<file path="config.mk">
export PLATFORM = sky130hd
export DESIGN_NAME = bpe_store
export DESIGN_NICKNAME = d
export VERILOG_FILES = /design/src/rtl/bpe_pkg.sv /design/src/rtl/bpe_store.sv
export SDC_FILE = /design/constraint.sdc
export NUM_CORES = 1
export LEC_CHECK = 0
export BUFFER_PORTS_ARGS = -buffer_cell sky130_fd_sc_hd__buf_4
export CELL_PAD_IN_SITES_DETAIL_PLACEMENT = 0
export CELL_PAD_IN_SITES_GLOBAL_PLACEMENT = 1
export CORE_UTILIZATION = 50
export CTS_CLUSTER_SIZE = 25
export DETAILED_ROUTE_END_ITERATION = 8
export GPL_ROUTABILITY_DRIVEN = 0
export GPL_TIMING_DRIVEN = 0
export PLACE_DENSITY_LB_ADDON = 0.1
export SLEW_MARGIN = 20
export SYNTH_ARGS = -nofsm -noshare
export SYNTH_HDL_FRONTEND = slang
export SYNTH_SLANG_ARGS = --single-unit
</file>
<file path="constraint.sdc">
create_clock -name clk -period 5.2 [get_ports clk]
set_clock_uncertainty 0.2 [all_clocks]
set_input_delay 1.04 -clock clk [delete_from_list [all_inputs] [get_ports clk]]
set_output_delay 1.04 -clock clk [all_outputs]
set_load 0.03 [all_outputs]
</file>
<file path="src/rtl/bpe_pkg.sv">
`timescale 1ns / 1ps
// ----------------------------------------------------------------------------
// bpe_pkg
// Shared types, codes and helpers of the Bezier patch evaluator.
// ----------------------------------------------------------------------------
package bpe_pkg;

    localparam int MAX_ORDER = 4;
    localparam logic [16:0] ONE_Q16 = 17'h10000;

    // Command codes.
    localparam logic CMD_LOAD = 1'b0;
    localparam logic CMD_EVAL = 1'b1;

    // Configuration register indexes.
    localparam logic REG_U_ORDER = 1'b0;
    localparam logic REG_V_ORDER = 1'b1;

    // Weight unit sequence: steps 0 to 6 use the multiplier, the last forms weights.
    localparam logic [2:0] WSTEP_SS   = 3'd0;
    localparam logic [2:0] WSTEP_ST   = 3'd1;
    localparam logic [2:0] WSTEP_TT   = 3'd2;
    localparam logic [2:0] WSTEP_SSS  = 3'd3;
    localparam logic [2:0] WSTEP_SST  = 3'd4;
    localparam logic [2:0] WSTEP_STT  = 3'd5;
    localparam logic [2:0] WSTEP_TTT  = 3'd6;
    localparam logic [2:0] WSTEP_FORM = 3'd7;

    typedef struct packed {
        logic              cmd;
        logic [1:0]        point_row;
        logic [1:0]        point_col;
        logic signed [23:0] point_x;
        logic signed [23:0] point_y;
        logic [16:0]       u_param;
        logic [16:0]       v_param;
    } item_t;

    typedef struct packed {
        logic signed [23:0] out_x;
        logic signed [23:0] out_y;
        logic               saturated;
    } result_t;

    typedef struct packed {
        logic signed [23:0] x;
        logic signed [23:0] y;
    } point_t;

    typedef logic [16:0] weight_t;
    typedef weight_t [MAX_ORDER-1:0] wvec_t;

    // Control of a weight unit.
    typedef struct packed {
        logic       load;
        logic       run;
        logic [2:0] step;
    } wctl_t;

    // Control of the accumulation datapath.
    typedef struct packed {
        logic clear;
        logic issue;
        logic finish;
    } actl_t;

    function automatic logic [2:0] clamp_order(input logic [2:0] ord);
        logic [2:0] res;
        begin
            res = ord;
            if (ord < 3'd2)
                res = 3'd2;
            else if (ord > 3'(MAX_ORDER))
                res = 3'(MAX_ORDER);
            return res;
        end
    endfunction

endpackage

</file>
<file path="src/rtl/bpe_store.sv">
`timescale 1ns / 1ps
// ----------------------------------------------------------------------------
// bpe_store
// Control point memory: 16 words of (x, y), one write and one registered
// read port.
// ----------------------------------------------------------------------------
module bpe_store (
    input  logic            clk,
    input  logic            we,
    input  logic [3:0]      waddr,
    input  bpe_pkg::point_t wdata,
    input  logic            re,
    input  logic [3:0]      raddr,
    output bpe_pkg::point_t rdata
);
    import bpe_pkg::*;

    point_t mem [16];
    point_t rdata_reg;

    always_ff @(posedge clk)
    begin
        if (we)
            mem[waddr] <= wdata;
        if (re)
            rdata_reg <= mem[raddr];
    end

    assign rdata = rdata_reg;

endmodule

</file>
Word-level counts from Yosys, hierarchy flattened
Memory sizes are Yosys's and may differ from the RTL's. A register that Yosys moved wholly into a read port is not among the register bits.
Index checks and enable logic that the tools add are counted.
{ "totals": {"word_cells": 3, "memories": 1, "ram_bits": 768, "in_bits": 59, "reg_bits": 0, "out_inout_bits": 48} }
{ "mem_list": {"columns": ["name", "words", "width", "rd", "rd_clocked_by_memory_dff", "write_ports", "line_no", "source"], "rows": [
  ["mem", 16, 48, 1, 1, 1, "bpe_store.sv:18", "point_t mem [16];"]
]} }
{ "classes": {"n_mux": 2} }
{ "op_table": {"columns": ["cell", "n"], "rows": [
  ["1-bit two-way mux", 2]
]} }

Logic depth before layout (Yosys ltp)
{ "depth": {"word_depth": 2, "mapped_depth": 6, "ltp_nobuf": 3} }

Least setup slack after synthesis
No wires, ideal clock.
{ "synth_timing": {"path_type": "input to register", "startpoint": "input waddr[2]", "endpoint": "memory mem[0][0] in the netlist's numbering (enable)", "t_required_ps": 4487, "setup_slack_ps": -344, "cell_stages": 2, "setup_ps": 513, "n_path_buf": 0, "arrival_ps": 4831, "cell_sequence": "or3b_2 -> nor3_1"} }
{ "synth_rtl": {"columns": ["element", "line_no", "source"], "rows": [
  ["from (decl)", "bpe_store.sv:10", "input logic [3:0] waddr,"],
  ["to (decl)", "bpe_store.sv:18", null]
]} }
Straight into the memory's write port.

==> impl_metrics.yaml <==
placed_design:
  dp_hpwl_mm: 41.1
  dpl.cell_count: 2173
  dp_worst_setup_slack_ns: 1.60
  port_buffers: 104
  placed_cell_area_um2: 33200
synthesis:
  yosysUniqueCellTypes: 16
  syn_area_um2: 30200
  synth-simple-area-share: 0.0104
  synth_edf_count: 816
  yosysMostFrequentCell: "edfxtp_1"
  synth.net_count: 1301
  synth_common_cells: "816 x edfxtp_1, 192 x mux4_2, 96 x a22oi_1"
  muxShareOfSynthArea: 0.143
  synth_warnings: 0
  synth.avg_cell_area_um2: 24.3
  postSynthRegisterBits: 816
  synth_fa_ha_area_frac: 0
  ys_top_cells_by_area: "edfxtp_1 81%, mux4_2 14%, a22oi_1 2.4%"
  synth_xor_area_frac: 0
  synth-compound-area-share: 0.0239
  synth_top_area_share: 0.812
  synth_top_family_by_area: "multiplexers"
  synth_ff_type: "edfxtp_1"
  synth_seq_area_share: 0.812
  synthArstFlopShare: 0
  synth_top_cell_by_area: "edfxtp_1"
  netlist_instances: 1242
final_layout:
  finish.utilization: 0.602
  largest_register_ffs: 768
  final_layout_size_suffix_gt1_frac: 0.329
  stdcell_area_um2: 35700
  final_cells: 2324
  nFillCells: 4183
  layout.nets: 1545
  area.growth.synth_to_final_pct: 18.3
power_and_ir_drop:
  power.density_nw_per_um2: 385
  power_mw: 13.8
  p_int_mw: 10.8
  ir_worst_vdd_mv: 0.239
  seqPwrFrac: 0.541
  comb_power_share: 0.056
  p_switching_mw: 2.90
  clkPwrFrac: 0.403
  leakagePower_nw: 11.5
  switching_share: 0.211
timing:
  tightest_slew_ns: 1.08
  tns_ns: 0
  finalSetupViolCount: 0
  final_hold_viol_count: 0
  whs_ns: 0.520
  layout_min_cycle_time_ns: 3.00
  clock.fmax_ghz: 0.334
  fin_crit_sh: 0.577
  slew_headroom: 0.283
  worst_slack_ns: 2.20
  rsz0062_at_grt: "no"
  maxSlewViolCount: 0
flow_run:
  drv_cap: 0
drt:
  wire_per_inst_um: 28.3
  wl_mm: 65.7
  avgViaCountPerCell: 5.89
  postRouteAntennaNets: 0
  drc: 9
  num_vias: 13700
  first_pass_iters: 8
  drt_iter0_markers: 1124
floorplan:
  die_w_um: 248
  num_io_pins: 107
  rows: 89
  die_area_um2: 61300
  dieHeight_um: 248
  coreArea_um2: 59400
  initial_utilization: 0.508
global_routing:
  grt-ovfl-total: 0
  antenna_found_initial: 3
  grt_pass1_wl_mm: 96.4
  grt_pass1_vias: 14300
  grt_usage: 0.223
  grt_max_degree: 49
clock_network:
  root_buffer: "clkbuf_16"
  clk_latency_ns: 0.62
  clk_pin_slew_worst_paths_ns: 0.06
  cts_buffer_depth: 3
  cts_num_sinks: 816
  cts_hold_buf: 0
  post_cts_buffers: 0
  cts_resized: 0
  cts_tree: "yes"
  numCtsBuffers: 84
  h-tree-depth: 3
setup_path:
  critPathLaunchType: "input port"
  crit_required_ns: 5.44
  critPathCaptureType: "register"
  cp.arrival_ns: 3.24
  path_max_fanout: 10
  worstSetupPathType: "input port to register"
outcome:
  violations: "DRC"
  outcome: "finished with violations"
min_path:
  hold_class: "input port to register"
## power groups by stage
stage	Combinational (mW)	Sequential, mW	Clock, mW
floorplan	0.350	7.65	0
global placement	0.732	7.59	0
detailed placement	0.784	7.58	0
CTS	0.786	7.45	5.65
global route	0.825	7.45	5.90
finish	0.768	7.44	5.54
## area by class of cell
class                      instances  area (um2)  share of cell area
buffer                            63         314             0.00880
multi-input combinational        363        5490               0.154
tap                              773         967              0.0271
antenna                            2        5.00            0.000140
sequential                       816       24500               0.686
clock inverter                    46         310             0.00869
timing repair buffer             158        1900              0.0533
clock buffer                     103        2220              0.0621
## layer usage
metal  wire [um]  track usage  vias up
met5          13            0        -
met3        3310       0.0377       94
li1            -            -     5864
met2       34300        0.382      396
met1       26700        0.299     7333
met4        1360       0.0572        2
## cell usage in the layout, fill, tap and decap left out
master      count
clkinvlp_4      3
mux4_2        192
buf_1           9
nand2_1        49
a22oi_1        96
nor3_2          1
clkinv_8        3
nor3_4          3
clkinv_2       21
nand3b_1        2
and2_1          1
nor2_1          1
buf_2           8
inv_6           2
nand2b_1        2
buf_16         26
buf_6           2
buf_12          8
nand3_1         1
nor2_4         12
edfxtp_1      816
bufinv_16       2
clkbuf_16      86
clkbuf_1       45
buf_8          12
or3b_2          1
nor2b_1         2
buf_4         128
clkinv_1       15
diode_2         2
## cells by family after synthesis
| group | Yosys count |
|---|---|
| flip-flops | 816 |
| multiplexers | 192 |
| AO/OA/AOI/OAI | 96 |
| AND/OR/NAND/NOR | 75 |
| buffers and inverters | 63 |
## worst max-delay path, cell delays in order
cell and delay, ns:
buf_4 0.12, nor2b_1 0.21, clkbuf_1 0.70, clkbuf_1 0.71
a22oi_1 0.24, nand2_1 0.21
## path summary, 6_finish.rpt
kind / startpoint / end / slack [ns] / cells after the start
min reg2reg: mem[14][19] / rdata[19] / 0.55 / 3
max: raddr[3] / rdata[30] / 2.20 / 6
max reg2reg: mem[0][36] / rdata[36] / 3.46 / 3
min: wdata[35] / mem[12][35] / 0.52 / 1
No activity file was read; power rests on OpenSTA's default activity.
