===== src/rtl/bpe_pkg.sv =====
`timescale 1ns / 1ps
// ----------------------------------------------------------------------------
// bpe_pkg
// Shared types, codes and helpers of the Bezier patch evaluator.
// ----------------------------------------------------------------------------
package bpe_pkg;

    localparam int MAX_ORDER = 4;
    localparam logic [16:0] ONE_Q16 = 17'h10000;

    // Command codes.
    localparam logic CMD_LOAD = 1'b0;
    localparam logic CMD_EVAL = 1'b1;

    // Configuration register indexes.
    localparam logic REG_U_ORDER = 1'b0;
    localparam logic REG_V_ORDER = 1'b1;

    // Weight unit sequence: steps 0 to 6 use the multiplier, the last forms weights.
    localparam logic [2:0] WSTEP_SS   = 3'd0;
    localparam logic [2:0] WSTEP_ST   = 3'd1;
    localparam logic [2:0] WSTEP_TT   = 3'd2;
    localparam logic [2:0] WSTEP_SSS  = 3'd3;
    localparam logic [2:0] WSTEP_SST  = 3'd4;
    localparam logic [2:0] WSTEP_STT  = 3'd5;
    localparam logic [2:0] WSTEP_TTT  = 3'd6;
    localparam logic [2:0] WSTEP_FORM = 3'd7;

    typedef struct packed {
        logic              cmd;
        logic [1:0]        point_row;
        logic [1:0]        point_col;
        logic signed [23:0] point_x;
        logic signed [23:0] point_y;
        logic [16:0]       u_param;
        logic [16:0]       v_param;
    } item_t;

    typedef struct packed {
        logic signed [23:0] out_x;
        logic signed [23:0] out_y;
        logic               saturated;
    } result_t;

    typedef struct packed {
        logic signed [23:0] x;
        logic signed [23:0] y;
    } point_t;

    typedef logic [16:0] weight_t;
    typedef weight_t [MAX_ORDER-1:0] wvec_t;

    // Control of a weight unit.
    typedef struct packed {
        logic       load;
        logic       run;
        logic [2:0] step;
    } wctl_t;

    // Control of the accumulation datapath.
    typedef struct packed {
        logic clear;
        logic issue;
        logic finish;
    } actl_t;

    function automatic logic [2:0] clamp_order(input logic [2:0] ord);
        logic [2:0] res;
        begin
            res = ord;
            if (ord < 3'd2)
                res = 3'd2;
            else if (ord > 3'(MAX_ORDER))
                res = 3'(MAX_ORDER);
            return res;
        end
    endfunction

endpackage


===== src/rtl/bpe_accum.sv =====
`timescale 1ns / 1ps
// ----------------------------------------------------------------------------
// bpe_accum
// Weight product, coordinate multiply and accumulation, one control point
// per cycle, followed by rounding to Q16.8 and saturation.
// ----------------------------------------------------------------------------
module bpe_accum (
    input  logic             clk,
    input  logic             rst_n,
    input  bpe_pkg::actl_t   ctl,
    input  bpe_pkg::weight_t wu_sel,
    input  bpe_pkg::weight_t wv_sel,
    input  bpe_pkg::point_t  pt,
    output logic             done,
    output bpe_pkg::result_t result
);
    import bpe_pkg::*;

    logic [33:0]        wp_reg;
    logic               v1_reg;
    logic signed [41:0] px_reg;
    logic signed [41:0] py_reg;
    logic               v2_reg;
    logic signed [45:0] acc_x_reg;
    logic signed [45:0] acc_y_reg;
    logic               done_reg;
    result_t            result_reg;
    result_t            result_next;

    logic [34:0]        wq_sum;
    logic signed [17:0] wq;
    logic signed [45:0] rx;
    logic signed [45:0] ry;
    logic               clip_x;
    logic               clip_y;

    assign wq_sum = {1'b0, wp_reg} + 35'd32768;
    assign wq     = $signed({1'b0, wq_sum[32:16]});

    // The memory word arrives in the cycle after its address, next to wp_reg.
    always_ff @(posedge clk)
    begin
        wp_reg <= {17'd0, wu_sel} * {17'd0, wv_sel};
        px_reg <= wq * pt.x;
        py_reg <= wq * pt.y;
        if (ctl.clear)
        begin
            acc_x_reg <= '0;
            acc_y_reg <= '0;
        end
        else if (v2_reg)
        begin
            acc_x_reg <= acc_x_reg + {{4{px_reg[41]}}, px_reg};
            acc_y_reg <= acc_y_reg + {{4{py_reg[41]}}, py_reg};
        end
        if (ctl.finish)
            result_reg <= result_next;
    end

    always_ff @(posedge clk or negedge rst_n)
    begin
        if (!rst_n)
        begin
            v1_reg   <= 1'b0;
            v2_reg   <= 1'b0;
            done_reg <= 1'b0;
        end
        else
        begin
            v1_reg   <= ctl.issue;
            v2_reg   <= v1_reg;
            done_reg <= ctl.finish;
        end
    end

    // An arithmetic shift of the biased sum rounds to nearest in Q16.8, ties up.
    always_comb
    begin
        rx = (acc_x_reg + 46'sd32768) >>> 16;
        ry = (acc_y_reg + 46'sd32768) >>> 16;
        clip_x = (rx[29:23] != {7{rx[29]}});
        clip_y = (ry[29:23] != {7{ry[29]}});
        result_next.out_x = clip_x ? (rx[29] ? 24'sh800000 : 24'sh7FFFFF) : rx[23:0];
        result_next.out_y = clip_y ? (ry[29] ? 24'sh800000 : 24'sh7FFFFF) : ry[23:0];
        result_next.saturated = clip_x | clip_y;
    end

    assign done   = done_reg;
    assign result = result_reg;

endmodule


===== config.mk =====
export PLATFORM = sky130hd
export DESIGN_NAME = bpe_accum
export DESIGN_NICKNAME = d
export VERILOG_FILES = /design/src/rtl/bpe_pkg.sv /design/src/rtl/bpe_accum.sv
export SDC_FILE = /design/constraint.sdc
export NUM_CORES = 2
export LEC_CHECK = 0
export BUFFER_PORTS_ARGS = -buffer_cell sky130_fd_sc_hd__clkbuf_2
export CAP_MARGIN = 20
export CORE_AREA = 2 2 417 419
export DETAILED_ROUTE_END_ITERATION = 7
export DIE_AREA = 0 0 419 421
export PLACE_DENSITY = 0.49
export RECOVER_POWER = 25
export REMOVE_ABC_BUFFERS = 1
export SLEW_MARGIN = 30
export SYNTH_ARGS = -nofsm -noshare
export SYNTH_HDL_FRONTEND = slang
export SYNTH_SLANG_ARGS = --single-unit

===== constraint.sdc =====
create_clock -name clk -period 6.99 [get_ports clk]
set_input_delay 0.699 -clock clk [delete_from_list [all_inputs] [get_ports clk]]
set_output_delay 0.699 -clock clk [all_outputs]
set_load 0.1 [all_outputs]

* After elaboration in Yosys (flattened, before gate mapping) *
Index checks and enable logic that the tools add are counted.

storage, ports and cells
  output and inout bits = 50
  input port bits = 87
  register bits = 261

operators by class
  $add $sub $neg = 5
  multipliers = 3
  bitwise gates (word level) = 1
  equality and inequality tests = 2
  multiplexer cells = 4

operators with widths
  operator                  count
  $mux W24                  4
  $add A46 B17 Y46 const B  2
  $add A46 B46 Y46          2
  $mul A18 B24 Y42          2
  $add A33 B16 Y33 const B  1
  $mul A17 B17 Y33          1
  $ne A6 B6 Y1              2
  $or A1 B1 Y1              1

* Depth between registers and ports, before layout *
  depth after elaboration = 3
  mapped depth = 31
  depth with buffers taken out = 28

* Worst setup path before layout *
No wires, ideal clock.

  path type = register to register
  from = register wp_reg[17]
  to = register py_reg[41]
  clock period less this slack = 7202 ps
  stages on the path, launching flop included = 30
  path buffers = 3
  path slack = -212 ps
  data arrival time = 7130 ps
  path through = dfxtp_1 > and4_1 > and3_1 > nand4_1 > nor3_1 > xor2_1 > clkbuf_1 > clkbuf_1 > nand2_1 > fa_1 > inv_1 > fa_1 > fa_1 > fa_1 > fa_1 > inv_1 > fa_1 > inv_1 > ha_1 > clkbuf_1 > a21oi_1 > o21bai_1 > a21oi_1 > o21ai_0 > nor3_1 > a21oi_1 > a211oi_1 > o211ai_1 > a31oi_1 > xnor2_1

between the ends
  longest elaborated chain between the ends = 2

ends and longest elaborated chain
  what                    RTL line         text
  from (decl)             bpe_accum.sv:19  logic [33:0] wp_reg;
  from (signal assigned)  bpe_accum.sv:43  wp_reg <= {17'd0, wu_sel} * {17'd0, wv_sel};
  $add A33 B16 Y33        bpe_accum.sv:37  assign wq_sum = {1'b0, wp_reg} + 35'd32768;
  $mul A18 B24 Y42        bpe_accum.sv:45  py_reg <= wq * pt.y;
  to (signal assigned)    bpe_accum.sv:45
  to (decl)               bpe_accum.sv:22  logic signed [41:0] py_reg;

No other way between the ends.
A chain may end at the register's enable or synchronous reset.

* Worst setup path in the final report *
  from = register wp_reg[18]
  to = register px_reg[30]

between the ends
  longest elaborated chain between the ends = 2

ends and longest elaborated chain
  what                  RTL line         text
  $add A33 B16 Y33      bpe_accum.sv:37
  $mul A18 B24 Y42      bpe_accum.sv:44  px_reg <= wq * pt.x;
  to (signal assigned)  bpe_accum.sv:44
  to (decl)             bpe_accum.sv:21  logic signed [41:0] px_reg;

No other way between the ends.

==> impl_metrics.tcl <==
set metrics [dict create \
    placed_area_um2 56830 \
    setup_viol 5 \
    ys_async_sr_fraction_pct 1.220 \
    final_cells 8382 \
    final_common_cell "inv_1" \
    postRouteWirelength_um 136300 \
    crit_path_top_delay_cell "fa_1" \
    tightest_slew_ps 2903 \
    clk-insertion-delay-late_ps 570 \
    clock_sinks 246 \
    synth-xor-area-share_pct 3.946 \
    ant_nets 0 \
    nNetsFinal 7542 \
    synth_top_family_by_area "adder cells" \
    ys_types 88 \
    grt_max_degree 51 \
    rr_worst_depth 31 \
    syn_to_final_growth_pct 16.17 \
    max_stage_delay_ps 560 \
    antenna_found_initial 8 \
    cts.clk_slew.worst_paths_ps 60 \
    path_buf_inv 9 \
    dp_cells 8268 \
    status "finished, violations left" \
    rows 153 \
    synth-edff-count 49 \
    cp.required_ps 7500 \
    rsz0062_at_grt "true" \
    min_path_type "input port to register" \
    fin_crit_sh_pct 100.9 \
    drt_iter0_markers 1802 \
    yosysSeqAreaShare_pct 10.60 \
    netlist_area_um2 51240 \
    worstSetupPathType "register to register" \
    fp.dieH_um 421 \
    synth-simple-area-share_pct 16.30 \
    endpoint_kind "register" \
    initial_core_util_pct 29.71 \
    grt_usage_pct 15.76 \
    finalHoldViolCount 0 \
    layout_common_cells "inv_1 (1091), fa_1 (1007), nand2_1 (794)" \
    cp-endpoint "px_reg[30]" \
    synthFlopType "dfxtp_1" \
    gp_congestion 0.8638 \
    yosys_warnings 0 \
    die_w_um 419 \
    synthAdderAreaFrac_pct 49.79 \
    cts_inserted_buffers 35 \
    timing.rr.start "wp_reg[18]" \
    core_um2 172500 \
    finalMaxSlewViolations 123 \
    worst-path-max-fanout 6 \
    synth_seq_cells 246 \
    largest_register_ffs 49 \
    crit_family "adder cells" \
    vias 38420 \
    synthMuxAreaShare_pct 0.9425 \
    avgViaCountPerCell 4.584 \
    synth.top_cells.by_area "fa_1 (40%), ha_1 (9.7%), inv_1 (8.3%), dfxtp_1 (7.6%), nand2_1 (5.9%)" \
    reg2reg_slack_ps -60 \
    synth-compound-area-share_pct 8.258 \
    crit_path_start "wp_reg[18]" \
    finalClockSkew_ps 18.63 \
    nFillCells 17918 \
    cts.path.max_buffers 3 \
    dieArea_um2 176400 \
    cp-start-kind "register" \
    syn_avg_cell_area_um2 8.937 \
    yosys.area.top_type_share_pct 40.04 \
    hpwl_um 114000 \
    finalCriticalPeriod_ps 7054 \
    htreeDepth 2 \
    finalWorstSetupSlack_ps -64.15 \
    place_ws_ps -419.8 \
    drive_gt1_share_pct 12.87 \
    cts_tree "built" \
    worstReg2RegEnd "px_reg[30]" \
    root_buffer "clkbuf_16" \
    final.setup.tns_ps -166.1 \
    path_depth 31 \
    wl_per_cell_um 16.26 \
    worstPathArrival_ps 7560 \
    cap_violations 3 \
    first_global_vias 41793 \
    ios 137 \
    violations "capacitance limit, slew limit, setup timing" \
    synth_cells 5734 \
    maxSlewHeadroom_pct -93.56 \
    max_freq_ghz 0.1418 \
    portBuffers 136 \
    drc 0 \
    grt_pass1_wl_um 224900 \
    cp_common_cell "fa_1" \
    finalInstanceArea_um2 59530 \
    yosysTopAreaCell "fa_1" \
    firstDrtPassIters 5 \
    grt_overflow_total 0 \
]
stage by stage:
step / hold WS (ps) / utilization (%)
2_1_floorplan: 331.2 / -
3_5_place_dp: 337.3 / 32.95
5_1_grt: 210.6 / 34.51
4_1_cts: 192.5 / 34.06
3_3_place_gp: 343.4 / 32.95
6_report: 237.1 / 34.51
Yosys cell counts (41+ instances only):
cell	instances
and2_1	208
nor2_1	198
nand4_1	43
nand3_1	54
mux2i_1	46
edfxtp_1	49
fa_1	1025
nor3_1	41
o21ai_0	85
xor2_1	84
ha_1	399
inv_1	1130
nor2b_1	255
a21o_1	85
xnor2_1	145
a21oi_1	228
clkbuf_1	229
nand2_1	811
dfxtp_1	194
cell type report:
type	count	area (um^2)	share of cell area, %
Clock inverter	13	161.4	0.2711
Antenna cell	3	7.507	0.01261
Timing Repair Buffer	509	4041	6.789
Inverter	1132	4249	7.138
Clock buffer	47	992.2	1.667
Tap cell	2325	2909	4.887
Sequential cell	246	5436	9.133
Multi-Input combinational cell	4107	41730	70.10
kinds of logic (layout without fill, tap and decap cells):
family / count (synthesis) / count (layout)
AO/OA/AOI/OAI: 663 / 663
flip-flops: 246 / 246
adder cells (fa/ha/maj): 1424 / 1424
XOR/XNOR: 230 / 230
AND/OR/NAND/NOR: 1742 / 1742
other: 0 / 3
multiplexers: 48 / 48
buffers and inverters: 1381 / 1701
worst min path at each step:
stage,cells after the start,end,startpoint,slack [ps]
finish,1,v1_reg,ctl[1],240
global placement,0,v2_reg,v1_reg,340
detailed placement,0,v2_reg,v1_reg,340
floorplan,0,v2_reg,v1_reg,330
CTS,1,v1_reg,ctl[1],190
global route,1,v1_reg,ctl[1],210
routing by layer:
metal,vias to the layer above,share of wire (%),GRT usage (%)
met1,19412,47,21.87
met3,133,3.7,1.664
met4,0,2.0,3.363
li1,18244,-,-
met2,631,47,26.40
met5,-,0,0
timing repair:
item | in CTS | in global routing
hold buffers | 1 | 0
setup buffers | 25 | 26
setup endpoints to repair | 25 | 30
resized for setup | 94 | 161
pin swaps | 64 | 77
hold endpoints to repair | 3 | 0
cloned | 2 | 3
Power is left out: the tool's default activity adds up to more than one toggle a clock period on the data nets, which glitch-free logic cannot reach.
