===== src/rtl/bpe_pkg.sv =====
`timescale 1ns / 1ps
// ----------------------------------------------------------------------------
// bpe_pkg
// Shared types, codes and helpers of the Bezier patch evaluator.
// ----------------------------------------------------------------------------
package bpe_pkg;

    localparam int MAX_ORDER = 4;
    localparam logic [16:0] ONE_Q16 = 17'h10000;

    // Command codes.
    localparam logic CMD_LOAD = 1'b0;
    localparam logic CMD_EVAL = 1'b1;

    // Configuration register indexes.
    localparam logic REG_U_ORDER = 1'b0;
    localparam logic REG_V_ORDER = 1'b1;

    // Weight unit sequence: steps 0 to 6 use the multiplier, the last forms weights.
    localparam logic [2:0] WSTEP_SS   = 3'd0;
    localparam logic [2:0] WSTEP_ST   = 3'd1;
    localparam logic [2:0] WSTEP_TT   = 3'd2;
    localparam logic [2:0] WSTEP_SSS  = 3'd3;
    localparam logic [2:0] WSTEP_SST  = 3'd4;
    localparam logic [2:0] WSTEP_STT  = 3'd5;
    localparam logic [2:0] WSTEP_TTT  = 3'd6;
    localparam logic [2:0] WSTEP_FORM = 3'd7;

    typedef struct packed {
        logic              cmd;
        logic [1:0]        point_row;
        logic [1:0]        point_col;
        logic signed [23:0] point_x;
        logic signed [23:0] point_y;
        logic [16:0]       u_param;
        logic [16:0]       v_param;
    } item_t;

    typedef struct packed {
        logic signed [23:0] out_x;
        logic signed [23:0] out_y;
        logic               saturated;
    } result_t;

    typedef struct packed {
        logic signed [23:0] x;
        logic signed [23:0] y;
    } point_t;

    typedef logic [16:0] weight_t;
    typedef weight_t [MAX_ORDER-1:0] wvec_t;

    // Control of a weight unit.
    typedef struct packed {
        logic       load;
        logic       run;
        logic [2:0] step;
    } wctl_t;

    // Control of the accumulation datapath.
    typedef struct packed {
        logic clear;
        logic issue;
        logic finish;
    } actl_t;

    function automatic logic [2:0] clamp_order(input logic [2:0] ord);
        logic [2:0] res;
        begin
            res = ord;
            if (ord < 3'd2)
                res = 3'd2;
            else if (ord > 3'(MAX_ORDER))
                res = 3'(MAX_ORDER);
            return res;
        end
    endfunction

endpackage


===== src/rtl/bpe_weight.sv =====
`timescale 1ns / 1ps
// ----------------------------------------------------------------------------
// bpe_weight
// Bernstein weights of one parameter, formed step by step through one
// shared multiplier and rounded to Q1.16.
// ----------------------------------------------------------------------------
module bpe_weight (
    input  logic           clk,
    input  bpe_pkg::wctl_t ctl,
    input  logic [16:0]    t_in,
    input  logic [2:0]     ord_in,
    output bpe_pkg::wvec_t weights
);
    import bpe_pkg::*;

    logic [16:0] t_reg;
    logic [16:0] s_reg;
    logic [2:0]  ord_reg;
    logic [32:0] ss_reg;
    logic [32:0] st_reg;
    logic [32:0] tt_reg;
    logic [48:0] sss_reg;
    logic [48:0] sst_reg;
    logic [48:0] stt_reg;
    logic [48:0] ttt_reg;
    wvec_t       w_reg;
    wvec_t       w_next;

    logic [32:0] op_a;
    logic [16:0] op_b;
    logic [49:0] prod;
    logic [16:0] t_sat;

    logic [33:0] r3_0;
    logic [34:0] r3_1;
    logic [33:0] r3_2;
    logic [50:0] r4_0;
    logic [50:0] r4_1;
    logic [50:0] r4_2;
    logic [50:0] r4_3;

    assign t_sat = (t_in > ONE_Q16) ? ONE_Q16 : t_in;

    always_comb
    begin
        case (ctl.step)
            WSTEP_SS:  begin op_a = {16'd0, s_reg}; op_b = s_reg; end
            WSTEP_ST:  begin op_a = {16'd0, s_reg}; op_b = t_reg; end
            WSTEP_TT:  begin op_a = {16'd0, t_reg}; op_b = t_reg; end
            WSTEP_SSS: begin op_a = ss_reg;         op_b = s_reg; end
            WSTEP_SST: begin op_a = ss_reg;         op_b = t_reg; end
            WSTEP_STT: begin op_a = tt_reg;         op_b = s_reg; end
            WSTEP_TTT: begin op_a = tt_reg;         op_b = t_reg; end
            default:   begin op_a = 33'd0;          op_b = 17'd0; end
        endcase
        prod = {17'd0, op_a} * {33'd0, op_b};
    end

    // Rounding adds half an LSB of the target format before the bits drop.
    always_comb
    begin
        r3_0 = {1'b0, ss_reg} + 34'd32768;
        r3_1 = {1'b0, st_reg, 1'b0} + 35'd32768;
        r3_2 = {1'b0, tt_reg} + 34'd32768;
        r4_0 = {2'b00, sss_reg} + 51'h80000000;
        r4_1 = {2'b00, sst_reg} + {1'b0, sst_reg, 1'b0} + 51'h80000000;
        r4_2 = {2'b00, stt_reg} + {1'b0, stt_reg, 1'b0} + 51'h80000000;
        r4_3 = {2'b00, ttt_reg} + 51'h80000000;
        w_next = '0;
        case (ord_reg)
            3'd2:
            begin
                w_next[0] = s_reg;
                w_next[1] = t_reg;
            end
            3'd3:
            begin
                w_next[0] = r3_0[32:16];
                w_next[1] = r3_1[32:16];
                w_next[2] = r3_2[32:16];
            end
            default:
            begin
                w_next[0] = r4_0[48:32];
                w_next[1] = r4_1[48:32];
                w_next[2] = r4_2[48:32];
                w_next[3] = r4_3[48:32];
            end
        endcase
    end

    always_ff @(posedge clk)
    begin
        if (ctl.load)
        begin
            t_reg   <= t_sat;
            s_reg   <= ONE_Q16 - t_sat;
            ord_reg <= ord_in;
        end
        if (ctl.run)
        begin
            case (ctl.step)
                WSTEP_SS:   ss_reg  <= prod[32:0];
                WSTEP_ST:   st_reg  <= prod[32:0];
                WSTEP_TT:   tt_reg  <= prod[32:0];
                WSTEP_SSS:  sss_reg <= prod[48:0];
                WSTEP_SST:  sst_reg <= prod[48:0];
                WSTEP_STT:  stt_reg <= prod[48:0];
                WSTEP_TTT:  ttt_reg <= prod[48:0];
                default:    w_reg   <= w_next;
            endcase
        end
    end

    assign weights = w_reg;

endmodule


===== config.mk =====
export PLATFORM = sky130hd
export DESIGN_NAME = bpe_weight
export DESIGN_NICKNAME = d
export VERILOG_FILES = /design/src/rtl/bpe_pkg.sv /design/src/rtl/bpe_weight.sv
export SDC_FILE = /design/constraint.sdc
export NUM_CORES = 2
export LEC_CHECK = 0
export ABC_CLOCK_PERIOD_IN_PS = 16700
export BUFFER_PORTS_ARGS = -buffer_cell sky130_fd_sc_hd__clkbuf_2
export CORE_MARGIN = 1.5
export CORE_UTILIZATION = 70
export DETAILED_ROUTE_END_ITERATION = 8
export HOLD_SLACK_MARGIN = 0.08
export PLACE_DENSITY = 0.95
export SKIP_CTS_REPAIR_TIMING = 1
export SYNTH_ARGS = -nofsm -noshare
export SYNTH_HDL_FRONTEND = slang
export SYNTH_SLANG_ARGS = --single-unit

===== constraint.sdc =====
create_clock -name clk -period 16.7 [get_ports clk]
set_input_delay 0.835 -clock clk [delete_from_list [all_inputs] [get_ports clk]]
set_output_delay 0.835 -clock clk [all_outputs]
set_load 0.03 [all_outputs]

* After elaboration in Yosys (flattened, before gate mapping) *
Index checks and enable logic that the tools add are counted.

word-level totals
  register bits after elaboration = 399
  bits in latches = 0
  RAM bits = 0
  bits in read-only memories = 0
  logic and storage cells = 56
  memories = 0

cells by class
  add/subtract/negate cells = 10
  $mul = 1
  div/mod/pow operators = 0
  order comparisons = 1
  equality and inequality tests = 8
  shift operators = 0
  muxes and demuxes = 5
  bitwise logic cells = 1
  reduce and logical (&&, ||, !) cells = 16

operators by type and width
  operator                count
  $add 49x32->49 const B  4
  $pmux 33 s4             1
  $add 33x16->33 const B  3
  $add 49x49->49          2
  $pmux 17 s2             2
  $pmux 34 s2             1
  $mul 33x17->49          1
  $gt 17x17->1 const B    1
  $mux 17                 1
  $sub 17x17->17 const A  1
  $reduce_and 2->1        8
  $eq 3x2->1 const B      4
  $eq 3x3->1 const B      3
  $reduce_or 2->1         4
  $reduce_or 7->1         1
  $reduce_or 4->1         1
  $eq 3x1->1 const B      1
  $logic_not 3->1         1
  $reduce_or 3->1         1
  $not 1->1               1

* Logic depth before layout (Yosys ltp) *
  word-level depth = 4
  gate-level depth with buffers = 33

* Least setup slack after synthesis *
OpenSTA, ideal clock, no wires.

  kind = input to register
  start point = input port ctl[0] (netlist name)
  end point = register sss_reg[47], data pin
  library setup time = 0.180 ns
  data arrival time = 8.188 ns
  data required time = 16.520 ns
  path slack = 8.331 ns
  cell stages on the path = 31
  path through = buf_2 inv_1 nor2_1 nor2_1 clkbuf_1 a22oi_1 nor2_1 a211oi_1 clkbuf_1 nor2_1 fa_1 inv_1 fa_1 fa_1 inv_1 fa_1 fa_1 inv_1 fa_1 inv_1 ha_1 and4_1 nand4_1 a211oi_1 o31ai_1 nor3b_1 or4_4 a311oi_2 or2_1 a41o_1 xor2_1

on the way
  longest elaborated chain between the ends = 4
  elaborated cells between the ends (all ways) = 15
  classes of those cells = mul: 1; eq/ne: 6; mux: 2; reduce/logical: 6

RTL lines
  item                                               line               RTL
  start: declaration                                 bpe_weight.sv:9    input bpe_pkg::wctl_t ctl,
  $eq 3x3->1 (tied with other cells)                 bpe_weight.sv:46   case (ctl.step)
  $reduce_or 4->1 (no line) (tied with other cells)  --
  $pmux 17 s2 or $pmux 33 s4 (tied branches)         bpe_weight.sv:46
  $mul 33x17->49 (*)                                 bpe_weight.sv:56   prod = {17'd0, op_a} * {33'd0, op_b};
  via prod[47]                                       bpe_weight.sv:31   logic [49:0] prod;
  end signal: assignment                             bpe_weight.sv:106  WSTEP_SSS: sss_reg <= prod[48:0];
  end: declaration                                   bpe_weight.sv:22   logic [48:0] sss_reg;

The timed path passes the listed nets; every way through them passes the cells marked *.
A chain may end at the register's enable or synchronous reset.

* Final worst setup path *
  start point = input port ctl[0] (netlist name)
  end point = register sst_reg[36], data pin

on the way
  longest elaborated chain between the ends = 4
  elaborated cells between the ends (all ways) = 15
  classes of those cells = mul: 1; eq/ne: 6; mux: 2; reduce/logical: 6

RTL lines
  item                                               line               RTL
  $eq 3x3->1 (tied with other cells)                 bpe_weight.sv:46
  $reduce_or 4->1 (no line) (tied with other cells)  --
  $pmux 17 s2 or $pmux 33 s4 (tied branches)         bpe_weight.sv:46
  $mul 33x17->49 (*)                                 bpe_weight.sv:56
  via prod[36]                                       bpe_weight.sv:31
  end signal: assignment                             bpe_weight.sv:107  WSTEP_SST: sst_reg <= prod[48:0];
  end: declaration                                   bpe_weight.sv:23   logic [48:0] sst_reg;

Marks and branches as above.

==> results.json <==
{
  "status": "complete, but fails checks",
  "failing_checks": "max-capacitance violations, max-slew violations",
  "transition_time_of_the_tightest_slew_check_pin_ns": 1.55,
  "postRouteAntennaNets": 0,
  "total_of_buffers_placed_on_input_and_output_ports": 93,
  "yosys.cell_types.count": 84,
  "ctsLongestPathBuffers": 3,
  "number_of_pins_exceeding_their_max_slew_limit_in_the_final_report": 6,
  "design.die.area_um2": 52300,
  "vias": 29451,
  "synth.top_cells.by_area": "sky130_fd_sc_hd__edfxtp_1 27%, sky130_fd_sc_hd__fa_1 26%, sky130_fd_sc_hd__ha_1 11%",
  "synth_edf_count": 322,
  "layout_overhead_on_the_synthesized_area_pct": 7.16,
  "cp_num_buf_inv": 5,
  "yosys_register_bits": 322,
  "final_layout_size_suffix_gt1_share_pct": 7.37,
  "timing.critical_path.mode_cell": "sky130_fd_sc_hd__fa_1",
  "synth.yosys.warnings": 0,
  "syn-num-nets": 4402,
  "timing.critical_path.max_delay_family": "adder cells",
  "synth_most_common_cell": "sky130_fd_sc_hd__inv_1",
  "timing.max_cap.violations": 1,
  "drc_marker_count_from_the_first_detailed_route_iteration": 4303,
  "die_x_um": 229,
  "r2r_cells": 23,
  "slew_headroom_pct": -4.24,
  "rows": 82,
  "nNetsFinal": 4444,
  "syn_area_um2": 35700,
  "global_route.usage.total_pct": 42.7,
  "number_of_flip_flops_in_the_largest_register": 68,
  "reg2reg_slack_ns": 7.49,
  "clock_latency_on_the_worst_skew_pair_ns": 0.55,
  "period_utilisation_layout_pct": 67.9,
  "endpoint_kind": "flip-flop",
  "cts_tree": "done",
  "ys_dominant_reg_cell": "sky130_fd_sc_hd__edfxtp_1",
  "top_level_ports": 94,
  "drc": 0,
  "arrival_ns": 11.52,
  "drtPass1Iterations": 9,
  "cpPeakStageDelay_ns": 1.05,
  "synth_commonest_cells": "554 x sky130_fd_sc_hd__inv_1, 482 x sky130_fd_sc_hd__nand2_1, 463 x sky130_fd_sc_hd__fa_1, 322 x sky130_fd_sc_hd__edfxtp_1, 307 x sky130_fd_sc_hd__ha_1",
  "synth_largest_type_area_fraction_pct": 27.1,
  "path_class": "in -> reg",
  "synth_sequential_area_ratio_pct": 27.1,
  "grt_antenna_before_repair": 1,
  "gpl.final_weighted_congestion": 1.04,
  "first_pass_grt_wire_length_um": 170000,
  "cts.clk_slew.worst_paths_ns": 0.06,
  "synth_async_sr_flop_share_pct": 0,
  "floorplan.initialDensity_pct": 71.0,
  "worst_clock_skew_ns": 0.0230,
  "timing_hold_violations_final": 0,
  "n_antenna_cell": 0,
  "final_setup_violating_endpoints": 0,
  "worstHoldPathType": "in -> reg",
  "worst_setup_path_start_kind": "primary input",
  "crit_end": "sst_reg[36]",
  "timing.critical_path.from": "ctl[0]",
  "worst_path_max_delay_cell": "sky130_fd_sc_hd__nor2_2",
  "timing.fmax_mhz": 88.2,
  "clock_tree_root_driver_cell": "sky130_fd_sc_hd__clkbuf_16",
  "gr-total-overflow": 0,
  "die_h_um": 229,
  "timing.rr.end": "sst_reg[36]",
  "grt_start_max_net_pins": 86,
  "syn-mean-instance-area_um2": 9.89,
  "cts_inserted_buffers": 36,
  "critical_path_peak_fanout": 36,
  "cts_max_level": 2,
  "crit-reg2reg-launch": "t_reg[5]",
  "drt-wirelength-per-cell_um": 25.5,
  "dpl.hpwl_um": 80100,
  "timing.critical_path.depth": 26,
  "via_per_inst": 6.78,
  "design.core.area_um2": 50300,
  "period_minus_slack_ns": 11.34,
  "syn_inst": 3606,
  "wirelength_um": 111000,
  "worst-endpoint-required_ns": 16.88,
  "totalNegativeSetupSlack_ns": 0,
  "clkSinkCount": 322,
  "grt_setup_unrepaired": "no",
  "via_count_of_the_first_global_routing_pass": 30475,
  "post-synth-top-area-cell": "sky130_fd_sc_hd__edfxtp_1"
}
## cells by family (layout without fill, tap and decap cells)
kind of cell	Yosys count	in the layout	share of synthesized area, %
adders and majority gates	770	770	36.8
and+or+nand+nor	1077	1077	13.4
muxes	21	21	0.607
xor gates and xnor gates	162	162	3.98
AOI/OAI and AO/OA	549	549	10.7
buffers and inverters	705	774	7.43
DFF	322	322	27.1
## how the worst min path moves through the flow
stage | from | endpoint | slack (ns) | cells past startpoint
floorplan | ttt_reg[48] | weights[67] | 0.56 | 2
global placement | ttt_reg[48] | weights[67] | 0.58 | 2
detailed placement | ttt_reg[48] | weights[67] | 0.58 | 2
CTS | ord_in[1] | ord_reg[1] | 0.49 | 1
global route | ord_in[1] | ord_reg[1] | 0.49 | 1
finish | ord_in[1] | ord_reg[1] | 0.49 | 1
## layout make-up
class,count,area (um^2)
Multi-Input combinational cell,2579,23500
Fill cell,3026,12000
Sequential cell,322,9670
Inverter,555,2080
Timing Repair Buffer,154,921
Clock buffer,41,920
Tap cell,672,841
Clock inverter,24,308
## per-layer routing
layer  GRT usage (%)  routed length [um]  vias up
met5               0                  13        -
met3            12.5               16800      773
li1                -                   -    12021
met1            52.0               35900    13871
met2            66.3               48500     2784
met4            28.6                9510        2
## cell usage in the layout (no fill, tap or decap), types with 26 or more instances in the layout
master                      synthesis  final
sky130_fd_sc_hd__buf_4              0     60
sky130_fd_sc_hd__a21oi_1          115    115
sky130_fd_sc_hd__o21ai_0           88     85
sky130_fd_sc_hd__nor2b_1           42     41
sky130_fd_sc_hd__nand4_1           26     26
sky130_fd_sc_hd__edfxtp_1         322    322
sky130_fd_sc_hd__nor2_1           293    288
sky130_fd_sc_hd__xor2_1            82     82
sky130_fd_sc_hd__and2_1            67     67
sky130_fd_sc_hd__a21o_1            67     67
sky130_fd_sc_hd__inv_1            554    554
sky130_fd_sc_hd__a221oi_1          29     28
sky130_fd_sc_hd__fa_1             463    463
sky130_fd_sc_hd__clkbuf_16          0     36
sky130_fd_sc_hd__xnor2_1           80     80
sky130_fd_sc_hd__ha_1             307    307
sky130_fd_sc_hd__nand3_1           52     52
sky130_fd_sc_hd__nand2_1          482    482
sky130_fd_sc_hd__clkbuf_2           0     93
## per-stage QoR
step	utilization [%]	hold WS (ns)	instance area, um^2	setup slack (ns)	std cells
after floorplan	-	0.556	35700	8.33	3606
after global placement	73.6	0.582	37000	5.86	4281
after detailed placement	73.6	0.585	37000	5.41	4281
after CTS	76.0	0.488	38200	5.91	4346
after global routing	76.0	0.495	38200	5.00	4347
final	76.0	0.486	38200	5.36	4347
Power is left out: the tool's default activity adds up to more than one toggle a clock period on the data nets, which glitch-free logic cannot reach.
